## src/rtl/core/ctt_pkg.sv

```systemverilog
package ctt_pkg;

    localparam int LEX_MAX_RES = 3;
    localparam int FIFO_DEPTH  = 8;
    localparam int FIFO_AW     = $clog2(FIFO_DEPTH);

    localparam logic [7:0] CH_LF     = 8'h0A;
    localparam logic [7:0] CH_CR     = 8'h0D;
    localparam logic [7:0] CH_SPACE  = 8'h20;
    localparam logic [7:0] CH_DEL    = 8'h7F;
    localparam logic [7:0] CH_HASH   = 8'h23;
    localparam logic [7:0] CH_SLASH  = 8'h2F;
    localparam logic [7:0] CH_STAR   = 8'h2A;
    localparam logic [7:0] CH_DQUOTE = 8'h22;
    localparam logic [7:0] CH_SQUOTE = 8'h27;
    localparam logic [7:0] CH_BSLASH = 8'h5C;
    localparam logic [7:0] CH_UNDER  = 8'h5F;
    localparam logic [7:0] CH_DOT    = 8'h2E;
    localparam logic [7:0] CH_COLON  = 8'h3A;

    // keyword text, first byte in the low octet
    localparam logic [47:0] KW_EVENT  = 48'h0074_6E65_7665;
    localparam logic [47:0] KW_SOURCE = 48'h6563_7275_6F73;
    localparam logic [47:0] KW_OUTPUT = 48'h7475_7074_756F;
    localparam logic [47:0] KW_PLUGIN = 48'h6E69_6775_6C70;

    typedef enum logic [3:0] {
        M_IDLE,
        M_NAME,
        M_VALUE,
        M_STRING,
        M_HASH,
        M_SLASH,
        M_BLOCK,
        M_BLOCK_STAR,
        M_EOL,
        M_EOL_CR,
        M_CR
    } t_mode;

    typedef enum logic [3:0] {
        K_UNKNOWN = 4'd0,
        K_EOF     = 4'd1,
        K_EOL     = 4'd2,
        K_NAME    = 4'd3,
        K_VALUE   = 4'd4,
        K_EVENT   = 4'd5,
        K_SOURCE  = 4'd6,
        K_OUTPUT  = 4'd7,
        K_PLUGIN  = 4'd8
    } t_kind;

    typedef struct packed {
        logic [7:0] text_byte;
        logic       end_of_input;
    } t_in_word;

    typedef struct packed {
        logic        is_text;
        logic [7:0]  text_char;
        logic [3:0]  token_kind;
        logic [15:0] token_line;
        logic [15:0] token_column;
        logic        last_of_run;
    } t_result;

    typedef struct packed {
        logic [1:0]                       count;
        t_result [LEX_MAX_RES-1:0]        word;
    } t_batch;

    typedef struct packed {
        logic [FIFO_AW:0] level;
        logic             room;
    } t_fifo_status;

endpackage

```

## src/rtl/core/ctt_stream_if.sv

```systemverilog
interface ctt_stream_if #(
    parameter type t_payload = logic
);
    logic     valid;
    logic     ready;
    t_payload payload;

    modport source (output valid, output payload, input ready);
    modport sink   (input valid, input payload, output ready);
endinterface

```

## src/rtl/core/ctt_lexer.sv

```systemverilog
module ctt_lexer
    import ctt_pkg::*;
#(
    parameter int POSITION_BITS = 16
) (
    input  logic     i_clk,
    input  logic     i_rst_n,
    input  logic     i_step,
    input  t_in_word i_word,
    output t_batch   o_batch
);

    localparam logic [POSITION_BITS-1:0] PMAX = '1;

    t_mode                    r_mode, n_mode;
    logic [7:0]               r_delim, n_delim;
    logic [7:0]               r_prev, n_prev;
    logic [47:0]              r_kbuf, n_kbuf;
    logic [2:0]               r_nlen, n_nlen;
    logic [POSITION_BITS-1:0] r_line, n_line;
    logic [POSITION_BITS-1:0] r_col, n_col;
    logic [POSITION_BITS-1:0] r_sl, n_sl;
    logic [POSITION_BITS-1:0] r_sc, n_sc;

    function automatic logic [15:0] pos16(input logic [POSITION_BITS-1:0] p);
        logic [31:0] w;
        w = 32'(p);
        return w[15:0];
    endfunction

    function automatic t_result mk(input logic is_text, input logic [7:0] ch,
                                   input t_kind kind,
                                   input logic [POSITION_BITS-1:0] line,
                                   input logic [POSITION_BITS-1:0] col);
        t_result r;
        r.is_text      = is_text;
        r.text_char    = ch;
        r.token_kind   = kind;
        r.token_line   = pos16(line);
        r.token_column = pos16(col);
        r.last_of_run  = 1'b0;
        return r;
    endfunction

    function automatic logic is_alpha(input logic [7:0] b);
        return (b >= 8'h61 && b <= 8'h7A) || (b >= 8'h41 && b <= 8'h5A);
    endfunction

    function automatic logic is_digit(input logic [7:0] b);
        return b >= 8'h30 && b <= 8'h39;
    endfunction

    function automatic logic is_word(input logic [7:0] b);
        return is_alpha(b) || is_digit(b) || b == CH_UNDER || b == CH_DOT || b == CH_COLON;
    endfunction

    function automatic t_kind name_kind(input logic [2:0] nlen, input logic [47:0] kbuf);
        t_kind k;
        k = K_NAME;
        if (nlen == 3'd5 && kbuf == KW_EVENT) k = K_EVENT;
        if (nlen == 3'd6) begin
            if (kbuf == KW_SOURCE) k = K_SOURCE;
            else if (kbuf == KW_OUTPUT) k = K_OUTPUT;
            else if (kbuf == KW_PLUGIN) k = K_PLUGIN;
        end
        return k;
    endfunction

    always_comb begin
        logic [7:0]               b;
        logic [POSITION_BITS-1:0] pl, pc;
        logic                     do_idle, do_str;
        logic [1:0]               cnt;
        t_result                  res [LEX_MAX_RES+1];

        b       = i_word.text_byte;
        pl      = r_line;
        pc      = (r_col < PMAX) ? r_col + 1'b1 : PMAX;
        do_idle = 1'b0;
        do_str  = 1'b0;
        cnt     = '0;
        for (int i = 0; i <= LEX_MAX_RES; i++) res[i] = '0;

        n_mode  = r_mode;
        n_delim = r_delim;
        n_prev  = r_prev;
        n_kbuf  = r_kbuf;
        n_nlen  = r_nlen;
        n_line  = r_line;
        n_col   = r_col;
        n_sl    = r_sl;
        n_sc    = r_sc;

        if (i_word.end_of_input) begin
            case (r_mode)
                M_NAME: begin
                    res[cnt] = mk(1'b0, 8'h00, name_kind(r_nlen, r_kbuf), n_sl, n_sc);
                    cnt++;
                end
                M_VALUE: begin
                    res[cnt] = mk(1'b0, 8'h00, K_VALUE, n_sl, n_sc);
                    cnt++;
                end
                M_STRING, M_SLASH, M_CR: begin
                    res[cnt] = mk(1'b0, 8'h00, K_UNKNOWN, n_sl, n_sc);
                    cnt++;
                end
                M_EOL: begin
                    res[cnt] = mk(1'b0, 8'h00, K_EOL, n_sl, n_sc);
                    cnt++;
                end
                M_EOL_CR: begin
                    res[cnt] = mk(1'b0, 8'h00, K_EOL, n_sl, n_sc);
                    cnt++;
                    res[cnt] = mk(1'b0, 8'h00, K_UNKNOWN, r_line, r_col);
                    cnt++;
                end
                default: ;
            endcase
            n_mode   = M_IDLE;
            res[cnt] = mk(1'b0, 8'h00, K_EOF, pl, pc);
            cnt++;
        end else begin
            if (b == CH_LF) begin
                if (r_line < PMAX) n_line = r_line + 1'b1;
                n_col = '0;
            end else begin
                n_col = pc;
            end

            case (r_mode)
                M_NAME, M_VALUE: begin
                    if (is_word(b)) begin
                        if (r_mode == M_NAME) begin
                            if (r_nlen < 3'd6) begin
                                n_kbuf[{r_nlen, 3'b000} +: 8] = b;
                                n_nlen = r_nlen + 3'd1;
                            end else begin
                                n_nlen = 3'd7;
                            end
                        end
                        res[cnt] = mk(1'b1, b, K_UNKNOWN, n_sl, n_sc);
                        cnt++;
                    end else begin
                        res[cnt] = mk(1'b0, 8'h00,
                                      (r_mode == M_NAME) ? name_kind(r_nlen, r_kbuf) : K_VALUE,
                                      n_sl, n_sc);
                        cnt++;
                        do_idle = 1'b1;
                    end
                end
                M_STRING: do_str = 1'b1;
                M_HASH: begin
                    if (b == CH_LF || b == CH_CR) do_idle = 1'b1;
                end
                M_SLASH: begin
                    if (b == CH_STAR) begin
                        n_mode = M_BLOCK_STAR;
                    end else begin
                        n_delim = CH_SLASH;
                        n_prev  = 8'h00;
                        n_mode  = M_STRING;
                        do_str  = 1'b1;
                    end
                end
                M_BLOCK: begin
                    if (b == CH_STAR) n_mode = M_BLOCK_STAR;
                end
                M_BLOCK_STAR: begin
                    if (b == CH_SLASH) n_mode = M_IDLE;
                    else if (b != CH_STAR) n_mode = M_BLOCK;
                end
                M_EOL: begin
                    if (b == CH_CR) begin
                        n_mode = M_EOL_CR;
                    end else if (b != CH_LF) begin
                        res[cnt] = mk(1'b0, 8'h00, K_EOL, n_sl, n_sc);
                        cnt++;
                        do_idle = 1'b1;
                    end
                end
                M_EOL_CR: begin
                    if (b == CH_LF) begin
                        n_mode = M_EOL;
                    end else begin
                        res[cnt] = mk(1'b0, 8'h00, K_EOL, n_sl, n_sc);
                        cnt++;
                        // the lone CR sits where the previous byte was counted
                        res[cnt] = mk(1'b0, 8'h00, K_UNKNOWN, r_line, r_col);
                        cnt++;
                        do_idle = 1'b1;
                    end
                end
                M_CR: begin
                    if (b == CH_LF) begin
                        n_mode = M_EOL;
                    end else begin
                        res[cnt] = mk(1'b0, 8'h00, K_UNKNOWN, n_sl, n_sc);
                        cnt++;
                        do_idle = 1'b1;
                    end
                end
                default: do_idle = 1'b1;
            endcase

            if (do_str) begin
                if (b == n_delim && n_prev != CH_BSLASH) begin
                    res[cnt] = mk(1'b0, 8'h00, K_VALUE, n_sl, n_sc);
                    cnt++;
                    n_mode = M_IDLE;
                end else begin
                    res[cnt] = mk(1'b1, b, K_UNKNOWN, n_sl, n_sc);
                    cnt++;
                    n_prev = b;
                end
            end

            if (do_idle) begin
                n_mode = M_IDLE;
                if (b == CH_LF || b == CH_CR) begin
                    n_sl   = pl;
                    n_sc   = pc;
                    n_mode = (b == CH_LF) ? M_EOL : M_CR;
                end else if (b <= CH_SPACE || b >= CH_DEL) begin
                    n_mode = M_IDLE;
                end else if (b == CH_HASH) begin
                    n_mode = M_HASH;
                end else begin
                    n_sl = pl;
                    n_sc = pc;
                    if (b == CH_SLASH) begin
                        n_mode = M_SLASH;
                    end else if (b == CH_DQUOTE || b == CH_SQUOTE) begin
                        n_delim = b;
                        n_prev  = 8'h00;
                        n_mode  = M_STRING;
                    end else if (is_alpha(b)) begin
                        n_kbuf = {40'h0, b};
                        n_nlen = 3'd1;
                        n_mode = M_NAME;
                        res[cnt] = mk(1'b1, b, K_UNKNOWN, n_sl, n_sc);
                        cnt++;
                    end else if (is_digit(b)) begin
                        n_mode = M_VALUE;
                        res[cnt] = mk(1'b1, b, K_UNKNOWN, n_sl, n_sc);
                        cnt++;
                    end else begin
                        res[cnt] = mk(1'b0, 8'h00, K_UNKNOWN, n_sl, n_sc);
                        cnt++;
                    end
                end
            end
        end

        if (cnt != 2'd0) res[cnt - 2'd1].last_of_run = 1'b1;

        o_batch.count = i_step ? cnt : 2'd0;
        for (int i = 0; i < LEX_MAX_RES; i++) o_batch.word[i] = res[i];
    end

    always_ff @(posedge i_clk) begin
        if (!i_rst_n) begin
            r_mode  <= M_IDLE;
            r_delim <= '0;
            r_prev  <= '0;
            r_kbuf  <= '0;
            r_nlen  <= '0;
            r_line  <= POSITION_BITS'(1);
            r_col   <= '0;
            r_sl    <= POSITION_BITS'(1);
            r_sc    <= POSITION_BITS'(1);
        end else if (i_step) begin
            r_mode  <= n_mode;
            r_delim <= n_delim;
            r_prev  <= n_prev;
            r_kbuf  <= n_kbuf;
            r_nlen  <= n_nlen;
            r_line  <= n_line;
            r_col   <= n_col;
            r_sl    <= n_sl;
            r_sc    <= n_sc;
        end
    end

endmodule

```

## src/rtl/core/ctt_result_fifo.sv

```systemverilog
module ctt_result_fifo
    import ctt_pkg::*;
(
    input  logic         i_clk,
    input  logic         i_rst_n,
    input  t_batch       i_batch,
    input  logic         i_pop,
    output t_result      o_head,
    output t_fifo_status o_status
);

    t_result            r_mem [FIFO_DEPTH];
    logic [FIFO_AW-1:0] r_wptr, r_rptr;
    logic [FIFO_AW:0]   r_level, n_level;
    logic               pop;

    assign pop     = i_pop && (r_level != '0);
    assign n_level = r_level + (FIFO_AW+1)'(i_batch.count) - (FIFO_AW+1)'(pop);

    // room for a whole batch, judged before this cycle's pop
    assign o_status.level = r_level;
    assign o_status.room  = r_level <= (FIFO_AW+1)'(FIFO_DEPTH - LEX_MAX_RES);
    assign o_head         = r_mem[r_rptr];

    always_ff @(posedge i_clk) begin
        for (int i = 0; i < LEX_MAX_RES; i++) begin
            if (2'(i) < i_batch.count) r_mem[r_wptr + FIFO_AW'(i)] <= i_batch.word[i];
        end
    end

    always_ff @(posedge i_clk) begin
        if (!i_rst_n) begin
            r_wptr  <= '0;
            r_rptr  <= '0;
            r_level <= '0;
        end else begin
            r_wptr  <= r_wptr + FIFO_AW'(i_batch.count);
            r_rptr  <= r_rptr + FIFO_AW'(pop);
            r_level <= n_level;
        end
    end

endmodule

```

## src/rtl/core/config_text_tokenizer.sv

```systemverilog
// Streaming tokenizer for configuration text.
// Input channel i_in carries one word per text byte: text_byte plus an
// end_of_input mark. Output channel o_out carries result words: token text
// bytes (is_text = 1) and then the token result with kind, start line and
// start column; last_of_run flags the final word caused by one input word.
// An input word may cause zero to three result words.
// An accepted byte is held in the input register and lexed when the lexer
// steps; its result words are registered in the queue and offered from it.
// Throughput: one input word per cycle while each produces at most one
// result and o_out.ready is high; the output side moves one result word
// per cycle, so bytes that close one token and start another slow the input.
// The lexer steps only when the eight-word result queue has room for a full
// batch of three; otherwise the input register holds and i_in.ready drops.
// A stalled receiver just fills the queue; nothing is lost or reordered.
// Reset (synchronous, active low) empties the queue and returns the lexer to
// idle at line 1, column 0.
module config_text_tokenizer
    import ctt_pkg::*;
#(
    parameter int POSITION_BITS = 16
) (
    input  logic         i_clk,
    input  logic         i_rst_n,
    ctt_stream_if.sink   i_in,
    ctt_stream_if.source o_out
);

    logic         r_in_valid;
    t_in_word     r_in;
    logic         step;
    t_batch       batch;
    t_fifo_status status;
    t_result      head;

    assign step       = r_in_valid && status.room;
    assign i_in.ready = !r_in_valid || step;

    always_ff @(posedge i_clk) begin
        if (!i_rst_n) begin
            r_in_valid <= 1'b0;
        end else if (i_in.ready) begin
            r_in_valid <= i_in.valid;
        end
    end

    always_ff @(posedge i_clk) begin
        if (i_in.valid && i_in.ready) r_in <= i_in.payload;
    end

    ctt_lexer #(
        .POSITION_BITS(POSITION_BITS)
    ) u_lexer (
        .i_clk   (i_clk),
        .i_rst_n (i_rst_n),
        .i_step  (step),
        .i_word  (r_in),
        .o_batch (batch)
    );

    ctt_result_fifo u_fifo (
        .i_clk    (i_clk),
        .i_rst_n  (i_rst_n),
        .i_batch  (batch),
        .i_pop    (o_out.ready),
        .o_head   (head),
        .o_status (status)
    );

    assign o_out.valid   = status.level != '0;
    assign o_out.payload = head;

    a_queue_bound: assert property (@(posedge i_clk) disable iff (!i_rst_n)
        status.level <= (FIFO_AW+1)'(FIFO_DEPTH))
        else $error("result queue overfilled");

    a_eof_result: assert property (@(posedge i_clk) disable iff (!i_rst_n)
        step && r_in.end_of_input |=> o_out.valid)
        else $error("end of input gave no result");

    a_step_room: assert property (@(posedge i_clk) disable iff (!i_rst_n)
        step |-> status.level <= (FIFO_AW+1)'(FIFO_DEPTH - LEX_MAX_RES))
        else $error("lexer stepped without room for a batch");

    a_stall_holds: assert property (@(posedge i_clk) disable iff (!i_rst_n)
        !i_in.ready |-> r_in_valid && !status.room)
        else $error("input stalled with lexer free");

endmodule
```

## src/flat_wrapper.sv

```systemverilog
// flat-port wrapper written by rule: the top's interface ports become plain ports
module config_text_tokenizer_flat import ctt_pkg::*;
#(
    parameter int POSITION_BITS = 16
)
  (i_clk, i_rst_n, i_in_valid, i_in_payload, i_in_ready, o_out_valid, o_out_payload, o_out_ready);
  ctt_stream_if i_in_i ();
  ctt_stream_if o_out_i ();
  input  logic i_clk;
  input  logic i_rst_n;
  input wire logic [$bits(i_in_i.valid)-1:0] i_in_valid;
  input wire logic [$bits(i_in_i.payload)-1:0] i_in_payload;
  output wire logic [$bits(i_in_i.ready)-1:0] i_in_ready;
  output wire logic [$bits(o_out_i.valid)-1:0] o_out_valid;
  output wire logic [$bits(o_out_i.payload)-1:0] o_out_payload;
  input wire logic [$bits(o_out_i.ready)-1:0] o_out_ready;
  assign i_in_i.valid = i_in_valid;
  assign i_in_i.payload = i_in_payload;
  assign i_in_ready = i_in_i.ready;
  assign o_out_valid = o_out_i.valid;
  assign o_out_payload = o_out_i.payload;
  assign o_out_i.ready = o_out_ready;
  config_text_tokenizer #(.POSITION_BITS(POSITION_BITS)) u_core (.i_clk(i_clk), .i_rst_n(i_rst_n), .i_in(i_in_i), .o_out(o_out_i));
endmodule
```

## config.mk

```make
export PLATFORM = sky130hd
export DESIGN_NAME = config_text_tokenizer_flat
export DESIGN_NICKNAME = d
export VERILOG_FILES = /design/src/rtl/core/ctt_pkg.sv /design/src/rtl/core/ctt_stream_if.sv /design/src/rtl/core/ctt_lexer.sv /design/src/rtl/core/ctt_result_fifo.sv /design/src/rtl/core/config_text_tokenizer.sv /design/src/flat_wrapper.sv
export SDC_FILE = /design/constraint.sdc
export NUM_CORES = 1
export LEC_CHECK = 0
export ABC_AREA = 1
export BUFFER_PORTS_ARGS = -buffer_cell sky130_fd_sc_hd__buf_2
export CAP_MARGIN = 20
export CORE_MARGIN = 4
export CORE_UTILIZATION = 41
export DETAILED_ROUTE_END_ITERATION = 8
export PLACE_DENSITY = 0.66
export SLEW_MARGIN = 5
export SYNTH_ARGS = -nofsm -noshare
export SYNTH_HDL_FRONTEND = slang
export SYNTH_SLANG_ARGS = --single-unit
```

## constraint.sdc

```tcl
create_clock -name i_clk -period 2.08 [get_ports i_clk]
set_input_delay 0.624 -clock i_clk [delete_from_list [all_inputs] [get_ports i_clk]]
set_output_delay 0.624 -clock i_clk [all_outputs]
set_load 0.05 [all_outputs]
```

---- After elaboration in Yosys (flattened, before gate mapping) ----
Memories as Yosys holds them, arrays and structs flattened. A register that Yosys moved wholly into a read port is not among the register bits.
Index checks and enable logic that the tools add are counted.
word-level totals
  register bits after elaboration ......... 48
  bits in writable memories ............... 368
  bits of input ports ..................... 5
  output and inout bits ................... 3
  logic and storage cells ................. 122
  memories kept ........................... 1
memory list
  name                 depth  bits a word  rd ports  clocked after memory_dff  write ports  line                   RTL
  u_core.u_fifo.r_mem  8      46           1         1                         3            ctt_result_fifo.sv:12  t_result r_mem [FIFO_DEPTH];
cells by class
  $add $sub $neg .......................... 10
  $lt $le $gt $ge ......................... 11
  eq/ne operators ......................... 11
  mux-type cells .......................... 50
  bitwise gates (word level) .............. 10
  reduce and logical (&&, ||, !) cells .... 20
operators with widths
  cell                   count
  $mux 184               4
  $bwmux 184             2
  $and 172x172->172      2
  $not 172->172          2
  $demux 46 s2           3
  $mux 46                6
  $pmux 36 s4            1
  $pmux 36 s3            1
  $mux 8                 6
  $or 12x12->12          2
  $mux 18                1
  $add 16x1->16 const B  1
  $eq 4x3->1 const B     4
  $lt 16x16->1 const B   1
  $mux 16                1
  $mux 4                 4
  $eq 4x4->1 const B     3
  $mux 1                 11
  $mux 2                 5
  $ge 3x3->1 const B     3
  $lt 3x1->1 const B     3
  $not 2->3              3
  $eq 4x2->1 const B     2
  $logic_not 8->1        1
  other kinds (28)       40

---- Depth between registers and ports, before layout ----
  depth after elaboration ................. 16
  mapped depth ............................ 15
  depth with buffers taken out ............ 15

---- Modules after synthesis ----
Synthesis repeated with hierarchy kept, for this count alone.
unflattened totals
  cells, all modules ...................... 5409
  area total of the unflattened synthesis .. 36548.8 µm²
modules (own cells, without submodules)
  module                 times used  cells an instance  area an instance (µm²)  seq. area each (µm²)
  ctt_result_fifo        1           3468               25077.8                 11250.8
  ctt_lexer              1           1927               11367.2                 2702.6
  config_text_tokenizer  1           14                 103.8                   50.0

---- Worst setup path after synthesis ----
No wires, ideal clock.
  kind .................................... reg2reg
  start ................................... register u_core.u_fifo.r_level[2]
  end ..................................... register u_core.u_fifo.r_level[2]
  setup time .............................. 0.128 ns
  data arrival time ....................... 2.277 ns
  required time ........................... 1.952 ns
  path slack .............................. -0.325 ns
  stages on the path, launching flop included .. 12
  path buffers ............................ 0
  clock period less this slack ............ 2.405 ns
  cell sequence ........................... dfxtp_1 inv_1 ha_1 nand3_1 and2_1 ha_1 inv_1 ha_1 inv_1 fa_1 xor2_1 nor2_1
on the way
  elaborated cells between the ends (all ways) .. 7
  classes of those cells .................. 2 x add/sub; 1 x order compare; 1 x mux; 3 x reduce/logical
RTL lines
  item                    line                   RTL
  from (decl)             ctt_result_fifo.sv:14  logic [FIFO_AW:0] r_level, n_level;
  from (signal assigned)  ctt_result_fifo.sv:39  r_level <= n_level;
  $reduce_bool 4->1       -
  named net o_out_valid   flat_wrapper.sv:14     output wire logic [$bits(o_out_i.valid)-1:0] o_out_valid;
  $logic_and 1x1->1       ctt_result_fifo.sv:17  assign pop = i_pop && (r_level != '0);
  $sub 4x1->4             ctt_result_fifo.sv:18  assign n_level = r_level + (FIFO_AW+1)'(i_batch.count) - (FIFO_AW+1)'(pop);
The timed path passes the listed nets, and every way through them passes these cells.
A chain may end at the register's enable or synchronous reset.

---- Worst setup path in the final report ----
  start ................................... register u_core.u_lexer.r_mode[1]
  end ..................................... register u_core.u_fifo.r_level[3]
on the way
  longest elaborated chain between the ends .. 10
  elaborated cells between the ends (all ways) .. 23
  classes of those cells .................. 4 x add/sub; 7 x eq/ne; 9 x mux; 3 x reduce/logical
ends and longest elaborated chain
  item                                      line                                RTL
  from (decl)                               ctt_lexer.sv:15                     t_mode r_mode, n_mode;
  from (signal assigned)                    ctt_lexer.sv:273                    r_mode <= n_mode;
  $eq 4x1->1, or another cell as far along  ctt_lexer.sv:95, ctt_lexer.sv:131
  $reduce_or 4->1 (no line)                 -
  $pmux 2 s2                                ctt_lexer.sv:131                    case (r_mode)
  $mux 2                                    ctt_lexer.sv:94                     if (i_word.end_of_input) begin
  $add 2x1->2                               ctt_lexer.sv:209, ctt_lexer.sv:213
  $mux 2                                    ctt_lexer.sv:206                    if (do_str) begin
  $mux 2 (*)                                ctt_lexer.sv:94
  $mux 2 (*)                                ctt_lexer.sv:257                    o_batch.count = i_step ? cnt : 2'd0;
  $add 4x2->4 (*)                           ctt_result_fifo.sv:18
  $sub 4x1->4 (*)                           ctt_result_fifo.sv:18
Mark *: on every way between the ends. The rest lies on a longest branch, timed or not. The select of a mux whose other input is x is not followed.

==> flow_summary.ini <==
[cts]
numCtsBuffers = 5
root_buffer = clkbuf_8
cts.sinks = 40
holdBufCountCts = 0
clkTransAtPathRegs_ns = 0.08
clkLatencyLatePin_ns = 0.29
cts-htree-levels = 2
cts_buffer_depth = 2
cts_tree = done

[logic_synthesis]
ys_seq_elements = 40
synth_cell_type_count = 32
synth_area_leaders = dfxtp_1, edfxtp_1, nand2_1
syn-num-nets = 312
synthesis.area_mm2 = 0.00218
synth_top_area_share_pct = 28.4
synthCells = 293
yosys_warnings = 0
avgSynthCellArea_um2 = 7.45
ys_seq_area_share_pct = 40.8
synth_top_area_cell = dfxtp_1

[timing]
setup_viol = 0
period_share_pct = 98.2
fmax_mhz = 490
finalSetupTns_ns = 0
fin_skew_ns = 0.00796
drv_slew = 0
hold_viol_final = 0
period_minus_slack_ns = 2.04
relSlewSlack_pct = 78.6
tightest_slew_ns = 0.318
whs_ns = 0.436
fin_ws_ns = 0.0373
rsz0062_at_grt = true

[floorplanning]
initial_core_util_pct = 42.5
die_w_um = 81.0
core_area_mm2 = 0.00514
die_area_mm2 = 0.00656
num_rows = 26
ios = 8
die_y_um = 81.0

[cells_and_area]
area_growth_pct = 27.2
final_common_cell = nand2_1
fin_nets = 343
instances_no_fill = 395
fillCellCount = 520
drive_gt1_share_pct = 27.1
n_antenna_cell = 0
final_cell_mix = nand2_1, nor2_1, inv_1, buf_4, dfxtp_1

[pwr]
seq_power_share_pct = 36.2
p_total_mw = 2.51
comb_power_share_pct = 39.2
p_int_mw = 1.62
peakVddDrop_uv = 953
p_switching_uw = 888
swShare_pct = 35.3
cellPowerDensity_mw_per_mm2 = 905
p_leak_nw = 1.17
clock_power_share_pct = 24.6

[global_routing]
first_global_vias = 1733
grt-ovfl-total = 0
grt_use_total_pct = 14.5
grt_max_degree = 19
antenna_found_initial = 0
grt_pass1_wl_um = 7500

[placement]
place_ws_ns = -0.0286
dp_cells = 383
finalWeightedCongestion = 0.896
numPortBuffers = 7
hpwl_um = 3210

[drt]
drt-total-wl_um = 4520
drt_iter0_markers = 102
postRouteAntennaNets = 0
drtPass1Iterations = 4
drc = 0
num_vias = 1906
routedWlPerCell_um = 11.4
viasPerCell = 4.83

[setup_path]
arrival_ns = 2.23
endpoint_kind = register
cp.required_ns = 2.27
start_kind = register
cp_max_fo = 4
path_class = reg2reg

[status]
outcome = complete, no violations

[worst_hold_path]
hp-class = reg2reg

[flow_run]
maxCapViolCount = 0
[logic make-up (layout without fill, tap and decap cells)]
kind of cell | after synthesis | after routing | share of synthesized area [%]
AO/OA/AOI/OAI | 18 | 18 | 4.87
AND/OR/NAND/NOR | 169 | 169 | 35.1
flip-flops | 40 | 40 | 40.8
adder cells (fa/ha/maj) | 14 | 14 | 8.71
multiplexers | 1 | 1 | 0.458
buffers and inverters | 48 | 80 | 8.88
XOR/XNOR | 3 | 3 | 1.20
[power groups by stage]
stage / logic (mW) / registers (mW) / clock network (mW)
floorplan: 0.564 / 0.904 / 0
global placement: 0.723 / 0.916 / 0
detailed placement: 0.747 / 0.917 / 0
CTS: 0.785 / 0.900 / 0.637
global route: 1.11 / 0.915 / 0.675
finish: 0.985 / 0.909 / 0.619
[stage by stage]
step / cell area, µm² / util (%)
floorplan: 2230 / -
global placement: 2460 / 47.9
detailed placement: 2460 / 47.9
CTS: 2610 / 50.7
global route: 2780 / 54.0
finish: 2780 / 54.0
[synth_stat cells]
cell type / number
nand2_1: 61
nor2_1: 42
inv_1: 39
dfxtp_1: 31
nand3_1: 24
nor3_1: 21
ha_1: 12
nand4_1: 11
a21oi_1: 10
edfxtp_1: 9
o21ai_0: 4
buf_2: 2
clkbuf_1: 2
clkinv_1: 2
fa_1: 2
nand2_2: 2
nand2_4: 2
nand3_2: 2
xor2_1: 2
and2_1: 1
buf_4: 1
buf_6: 1
inv_2: 1
mux2i_1: 1
nor2_2: 1
nor2_4: 1
o21ai_1: 1
o21ai_4: 1
o22ai_1: 1
o32ai_1: 1
or2_1: 1
xnor2_1: 1
[state kept, by name, summed over array words and instances, names as in the netlist]
register and cells:
u_core.r_in 1, u_core.u_lexer.r_prev 8, u_core.u_lexer.r_mode 4, u_core.u_fifo.r_mem 8, u_core.u_lexer.r_delim 8, u_core.u_fifo.r_wptr 3
u_core.r_in_valid 1, u_core.u_fifo.r_level 4, u_core.u_fifo.r_rptr 3
[final timing paths]
check | start | end | slack (ns) | cells past startpoint
min reg2reg | u_core.u_lexer.r_prev[4] | u_core.u_lexer.r_prev[4] | 0.44 | 2
max | u_core.u_lexer.r_mode[1] | u_core.u_fifo.r_level[3] | 0.04 | 15
min | u_core.u_lexer.r_prev[4] | u_core.u_lexer.r_prev[4] | 0.44 | 2
max reg2reg | u_core.u_lexer.r_mode[1] | u_core.u_fifo.r_level[3] | 0.04 | 15
[per-layer routing]
metal | share of wire [%] | GRT usage (%)
met1 | 47 | 18.9
met2 | 49 | 24.3
met3 | 3.2 | 2.77
met4 | 1.1 | 4.39
met5 | 0 | 0
[final cells by class]
class                           instances  area [µm²]  share of cell area [%]
Clock buffer                            7         108                    3.88
Tap cell                               70        87.6                    3.15
Inverter                               42         165                    5.95
Timing Repair Buffer                   30         216                    7.80
Multi-Input combinational cell        205        1280                    46.2
Sequential cell                        40         907                    32.7
Clock inverter                          1        8.76                   0.315
[what timing repair did]
action,4_1_cts,5_1_grt
hold endpoints to repair,0,0
pin swaps,8,15
setup buffers,1,3
gates resized for setup,6,41
endpoints found under the setup margin,3,18
[critical path, cell delays in order (launching register included)]
cell and delay [ns]:
dfxtp_4 0.37, inv_2 0.05, nand2_2 0.05, nand2_2 0.10
nand2_4 0.06, ha_4 0.28, nand2_4 0.05, o21ai_4 0.06
nand2_4 0.07, ha_4 0.28, inv_4 0.04, ha_4 0.14
a21oi_2 0.14, nand2_2 0.08, o21ai_2 0.12, a21oi_2 0.04
Note: power is estimated with default switching activity, not from simulation.
